File: src/hdl/segstk_pkg.sv
// ----------------------------------------------------------------------------
// Segmented stack package
// Shared word formats, request and status codes, controller states and the
// command and status bundles between controller and datapath.
// ----------------------------------------------------------------------------
package segstk_pkg;

  // Default sizes for the top level parameters.
  localparam int NUM_SEGMENTS_DEF  = 16;
  localparam int SEGMENT_DEPTH_DEF = 16;
  localparam int DATA_WIDTH_DEF    = 32;

  // Capacity register width and its value after reset.
  localparam int          CAP_W     = 5;
  localparam logic [4:0]  CAP_RESET = 5'd16;

  // Request kinds carried in req_type.
  typedef enum logic [1:0] {
    REQ_PUSH   = 2'd0,
    REQ_POP    = 2'd1,
    REQ_POP_AT = 2'd2,
    REQ_NONE   = 2'd3
  } req_kind_t;

  // Result status codes.
  typedef enum logic [1:0] {
    ST_OK        = 2'd0,
    ST_EMPTY     = 2'd1,
    ST_BAD_INDEX = 2'd2,
    ST_FULL      = 2'd3
  } status_code_t;

  // One request word.
  typedef struct packed {
    logic [1:0]  req_type;
    logic [31:0] push_value;
    logic [3:0]  segment_index;
  } req_word_t;

  // One result word.
  typedef struct packed {
    logic [1:0]  status;
    logic [31:0] top_value;
    logic [8:0]  total_count;
    logic [4:0]  active_segments;
    logic        is_empty;
  } rsp_word_t;

  // Controller states.
  typedef enum logic [2:0] {
    S_IDLE,
    S_LOOK,
    S_EXEC,
    S_TOP_SEL,
    S_TOP_FILL,
    S_DONE
  } state_t;

  // Commands from the controller to the datapath.
  typedef struct packed {
    logic         load_req;
    logic         look;
    logic         status_load;
    status_code_t status_code;
    logic         push_in;
    logic         open_seg;
    logic         pop;
    logic         top_sel;
    logic         top_fill;
    logic         load_out;
  } segstk_cmd_t;

  // Status from the datapath to the controller.
  typedef struct packed {
    req_kind_t req_kind;
    logic      list_empty;
    logic      idx_bad;
    logic      seg_full;
    logic      no_room;
  } segstk_stat_t;

endpackage

File: src/hdl/segstk_ctrl.sv
// ----------------------------------------------------------------------------
// Segmented stack controller
// Sequences each request through lookup, update and top-of-stack readback,
// and owns the request and result handshakes.
// ----------------------------------------------------------------------------
module segstk_ctrl (
  input  logic                    clk,
  input  logic                    rst,
  input  logic                    req_valid,
  output logic                    req_ready,
  output logic                    rsp_valid,
  input  logic                    rsp_ready,
  input  segstk_pkg::segstk_stat_t stat,
  output segstk_pkg::segstk_cmd_t  cmd
);
  import segstk_pkg::*;

  state_t state;
  state_t state_next;
  logic   pop_req;
  logic   slot_free;

  assign pop_req   = (stat.req_kind == REQ_POP) || (stat.req_kind == REQ_POP_AT);
  assign slot_free = !rsp_valid || rsp_ready;
  assign req_ready = (state == S_IDLE);

  // State register and result valid flag.
  always_ff @(posedge clk) begin
    if (rst) begin
      state     <= S_IDLE;
      rsp_valid <= 1'b0;
    end else begin
      state <= state_next;
      if (cmd.load_out) begin
        rsp_valid <= 1'b1;
      end else if (rsp_ready) begin
        rsp_valid <= 1'b0;
      end
    end
  end

  // Next state.
  always_comb begin
    state_next = state;
    case (state)
      S_IDLE: begin
        if (req_valid) state_next = S_LOOK;
      end
      S_LOOK: begin
        if (stat.req_kind == REQ_PUSH) begin
          state_next = S_EXEC;
        end else if (pop_req && !stat.list_empty &&
                     !(stat.req_kind == REQ_POP_AT && stat.idx_bad)) begin
          state_next = S_EXEC;
        end else begin
          state_next = S_TOP_SEL;
        end
      end
      S_EXEC: begin
        state_next = S_TOP_SEL;
      end
      S_TOP_SEL: begin
        state_next = stat.list_empty ? S_DONE : S_TOP_FILL;
      end
      S_TOP_FILL: begin
        state_next = S_DONE;
      end
      S_DONE: begin
        if (slot_free) state_next = S_IDLE;
      end
      default: begin
        state_next = S_IDLE;
      end
    endcase
  end

  // Commands.
  always_comb begin
    cmd = '0;
    cmd.status_code = ST_OK;
    case (state)
      S_IDLE: begin
        cmd.load_req = req_valid;
      end
      S_LOOK: begin
        cmd.look        = 1'b1;
        cmd.status_load = 1'b1;
        if (pop_req && stat.list_empty) begin
          cmd.status_code = ST_EMPTY;
        end else if (stat.req_kind == REQ_POP_AT && stat.idx_bad) begin
          cmd.status_code = ST_BAD_INDEX;
        end
      end
      S_EXEC: begin
        if (stat.req_kind == REQ_PUSH) begin
          if (!stat.list_empty && !stat.seg_full) begin
            cmd.push_in = 1'b1;
          end else if (stat.no_room) begin
            cmd.status_load = 1'b1;
            cmd.status_code = ST_FULL;
          end else begin
            cmd.open_seg = 1'b1;
          end
        end else if (pop_req) begin
          cmd.pop = 1'b1;
        end
      end
      S_TOP_SEL: begin
        cmd.top_sel = 1'b1;
      end
      S_TOP_FILL: begin
        cmd.top_fill = 1'b1;
      end
      S_DONE: begin
        cmd.load_out = slot_free;
      end
      default: begin
        cmd = '0;
      end
    endcase
  end

  // An accepted request always starts with the lookup step.
  a_accept_look: assert property (@(posedge clk) disable iff (rst)
    (req_valid && req_ready) |=> (state == S_LOOK))
    else $error("accepted request did not enter lookup");

  // A result is never loaded over one that is still waiting.
  a_no_overwrite: assert property (@(posedge clk) disable iff (rst)
    cmd.load_out |-> (!rsp_valid || rsp_ready))
    else $error("result register overwritten");

  // The update step only follows the lookup step.
  a_exec_after_look: assert property (@(posedge clk) disable iff (rst)
    (state == S_EXEC) |-> ($past(state) == S_LOOK))
    else $error("update step without lookup");

endmodule

File: config.mk
export PLATFORM = sky130hd
export DESIGN_NAME = segstk_ctrl
export DESIGN_NICKNAME = d
export VERILOG_FILES = /design/src/hdl/segstk_pkg.sv /design/src/hdl/segstk_ctrl.sv
export SDC_FILE = /design/constraint.sdc
export NUM_CORES = 1
export LEC_CHECK = 0
export ABC_AREA = 1
export BUFFER_PORTS_ARGS = -buffer_cell sky130_fd_sc_hd__buf_4
export CORE_AREA = 3 3 40 42
export CTS_BUF_LIST = sky130_fd_sc_hd__clkbuf_4 sky130_fd_sc_hd__clkbuf_8
export CTS_CLUSTER_SIZE = 28
export DETAILED_ROUTE_END_ITERATION = 8
export DIE_AREA = 0 0 43 45
export PLACE_DENSITY_LB_ADDON = 0.08
export SLEW_MARGIN = 20
export SYNTH_ARGS = -nofsm -noshare
export SYNTH_HDL_FRONTEND = slang
export SYNTH_SLANG_ARGS = --single-unit
File: constraint.sdc
create_clock -name clk -period 1.09 [get_ports clk]
set_input_delay 0.0545 -clock clk [delete_from_list [all_inputs] [get_ports clk]]
set_output_delay 0.0545 -clock clk [all_outputs]
set_load 0.03 [all_outputs]
==> out/qor.yml <==
routing:
  antenna_left: 0
  wl_per_cell_um: 9.55
  drtPass1Iterations: 4
  drt-total-wl_um: 1100
  route.detailed.drc: 0
  drtIter0Drc: 4
  via_per_inst: 4.30
  dr_total_vias: 495
sta:
  grt_setup_unrepaired: "true"
  period_minus_slack_ps: 1330
  whs_ps: 145
  fmax_mhz: 749
  fin_ws_ps: -245
  hold_viol_final: 0
  drv_slew: 0
  tightest_slew_ps: 259
  tns_ps: -2020
  setup_viol: 13
  skew_ps: 6.41
  timing.final.crit_share_pct: 122
  slew_headroom_pct: 82.7
logic_synthesis:
  netlist_instances: 59
  yosysUniqueCellTypes: 18
  ys_seq_area_share_pct: 22.1
  syn_area_sq_um: 362
  ys_seq_elements: 4
  ys_warn_count: 0
  syn-num-nets: 71
  avgSynthCellArea_sq_um: 6.13
floorplan:
  start_util_pct: 28.1
  fp.dieH_um: 45
  rows: 13
  dieWidth_um: 43
  pin_count: 23
  die_area_sq_mm: 0.00194
  core_area_sq_mm: 0.00128
setup_path:
  cp_max_fo: 4
  worst-r2r-cell-count: 9
  reg2reg_to: "state[0]"
  end_kind: "output pin"
  crit_path_start_kind: "flip-flop"
  r2r_slack_ps: -90
  crit_required_ps: 1040
  cp.arrival_ps: 1280
  r2r_start: "state[1]"
  cp-endpoint: "cmd[3]"
  startpoint: "state[1]"
  crit_type: "reg -> out"
placement:
  place_inst: 104
  numPortBuffers: 22
  gp_congestion: 0.696
  post_dp_cell_area_sq_um: 644
  dpl.hpwl_um: 824
global_route:
  grt_max_degree: 7
  grt_first_pass_wirelength_um: 1810
  grt_overflow: 0
  antenna_found_initial: 0
  grt.total_usage_pct: 12.3
  grt_pass1_vias: 435
power:
  vdd_drop_max_mv: 0.975
  power.internal_w: 0.000691
  power.density_mw_per_mm2: 1480
  swShare_pct: 43.0
  p_comb_share_pct: 67.7
  p_clk_share_pct: 14.9
  power.net_switching_w: 0.000521
  p_leak_nw: 0.415
  p_seq_share_pct: 17.3
cts:
  cts_tree: "done"
  numCtsBuffers: 3
  clk_latency_ps: 230
  clock-sinks: 4
  cts_buffer_depth: 2
  cts_root_buf: "clkbuf_4"
  htreeDepth: 1
  clk_pin_slew_ps: 40
layout:
  layout_common_cells: "buf_4 (27), inv_1 (11), buf_6 (10)"
  final_cell_area_sq_um: 818
  fin_nets: 114
  diodes: 0
  synthToLayoutAreaGrowth_pct: 126
  final_cells: 115
  drive_gt1_share_pct: 65.0
  final_common_cell: "buf_4"
hold_path:
  min_path_type: "in -> reg"
run_status:
  failed_checks: "negative setup slack"
  status: "finished, violations left"
job:
  drv_cap: 0
## stage by stage
stage / util [%] / total power, W / setup slack [ps]
detailed placement: 50.1 / 0.000827 / -12.6
global placement: 50.1 / 0.000826 / -0.592
floorplan: - / 0.000569 / -149
global route: 63.7 / 0.00131 / -331
finish: 63.7 / 0.00121 / -245
CTS: 58.1 / 0.00111 / -241
## state kept, by name, indices dropped and copies added (netlist names)
name,flops
rsp_valid,1
state,3
## power by group through the flow
stage / logic, W / registers, W / clock network [W]
after detailed placement: 0.000624 / 0.000203 / 0
after CTS: 0.000714 / 0.000209 / 0.000191
final: 0.000821 / 0.000210 / 0.000181
after global routing: 0.000888 / 0.000216 / 0.000205
after floorplan: 0.000368 / 0.000201 / 0
after global placement: 0.000624 / 0.000202 / 0
## cell families (layout without fill, tap and decap cells)
group | Yosys count | after routing | synth area share (%)
flip-flops | 4 | 4 | 22.1
buffers and inverters | 16 | 57 | 16.6
AND/OR/NAND/NOR | 29 | 29 | 41.9
adder cells (fa/ha/maj) | 2 | 2 | 6.92
AO/OA/AOI/OAI | 8 | 8 | 12.5
## how the worst min path moves through the flow
stage,start,endpoint,slack (ps),cells past startpoint
after floorplan,rst,state[0],110,1
after global routing,rsp_ready,rsp_valid,170,4
after CTS,rsp_ready,rsp_valid,140,4
after detailed placement,rst,state[0],240,2
final,rsp_ready,rsp_valid,140,4
after global placement,rst,state[0],240,2
## timing repair
action	CTS	global route
pin swaps	5	1
gates resized for setup	17	6
hold buffers	1	0
setup endpoints to repair	12	13
hold endpoints to repair	1	0
buffers inserted	3	5
## per-layer routing
metal,vias up,GRT usage (%),wire length (um)
li1,263,-,-
met1,217,17.8,500
met2,15,16.8,513
met3,0,4.78,84
met4,0,3.61,0
met5,-,0,0
## final cells by class
cell class | instances | area [sq um]
clock buffers | 3 | 22.5
inverters | 16 | 62.6
multi-input cells | 39 | 305
well taps | 15 | 18.8
flip-flops and latches | 4 | 83.8
repair buffers | 38 | 325
fillers | 120 | 467
## critical path: stages (launching register included)
cell     delay [ps]
dfxtp_2         320
inv_2            50
nor2_4          110
nand2_4          90
buf_4           140
buf_6           110
nor2_4           90
buf_6           130
## synthesized netlist by cell type
cell	count	area (sq um)
o21ai_0	1	5.00
nor3_1	1	5.00
nand2_1	9	33.8
ha_1	2	25.0
nor4_1	1	6.26
a21oi_2	1	8.76
a21oi_1	4	20.0
a31oi_1	1	6.26
nor2_1	6	22.5
inv_2	2	7.51
nor2_2	3	18.8
dfxtp_1	4	80.1
nand2_2	3	18.8
inv_1	14	52.6
nand3_2	2	20.0
nor2_4	1	11.3
nand3_1	3	15.0
o21ai_1	1	5.00
No activity file was read; power rests on OpenSTA's default activity.
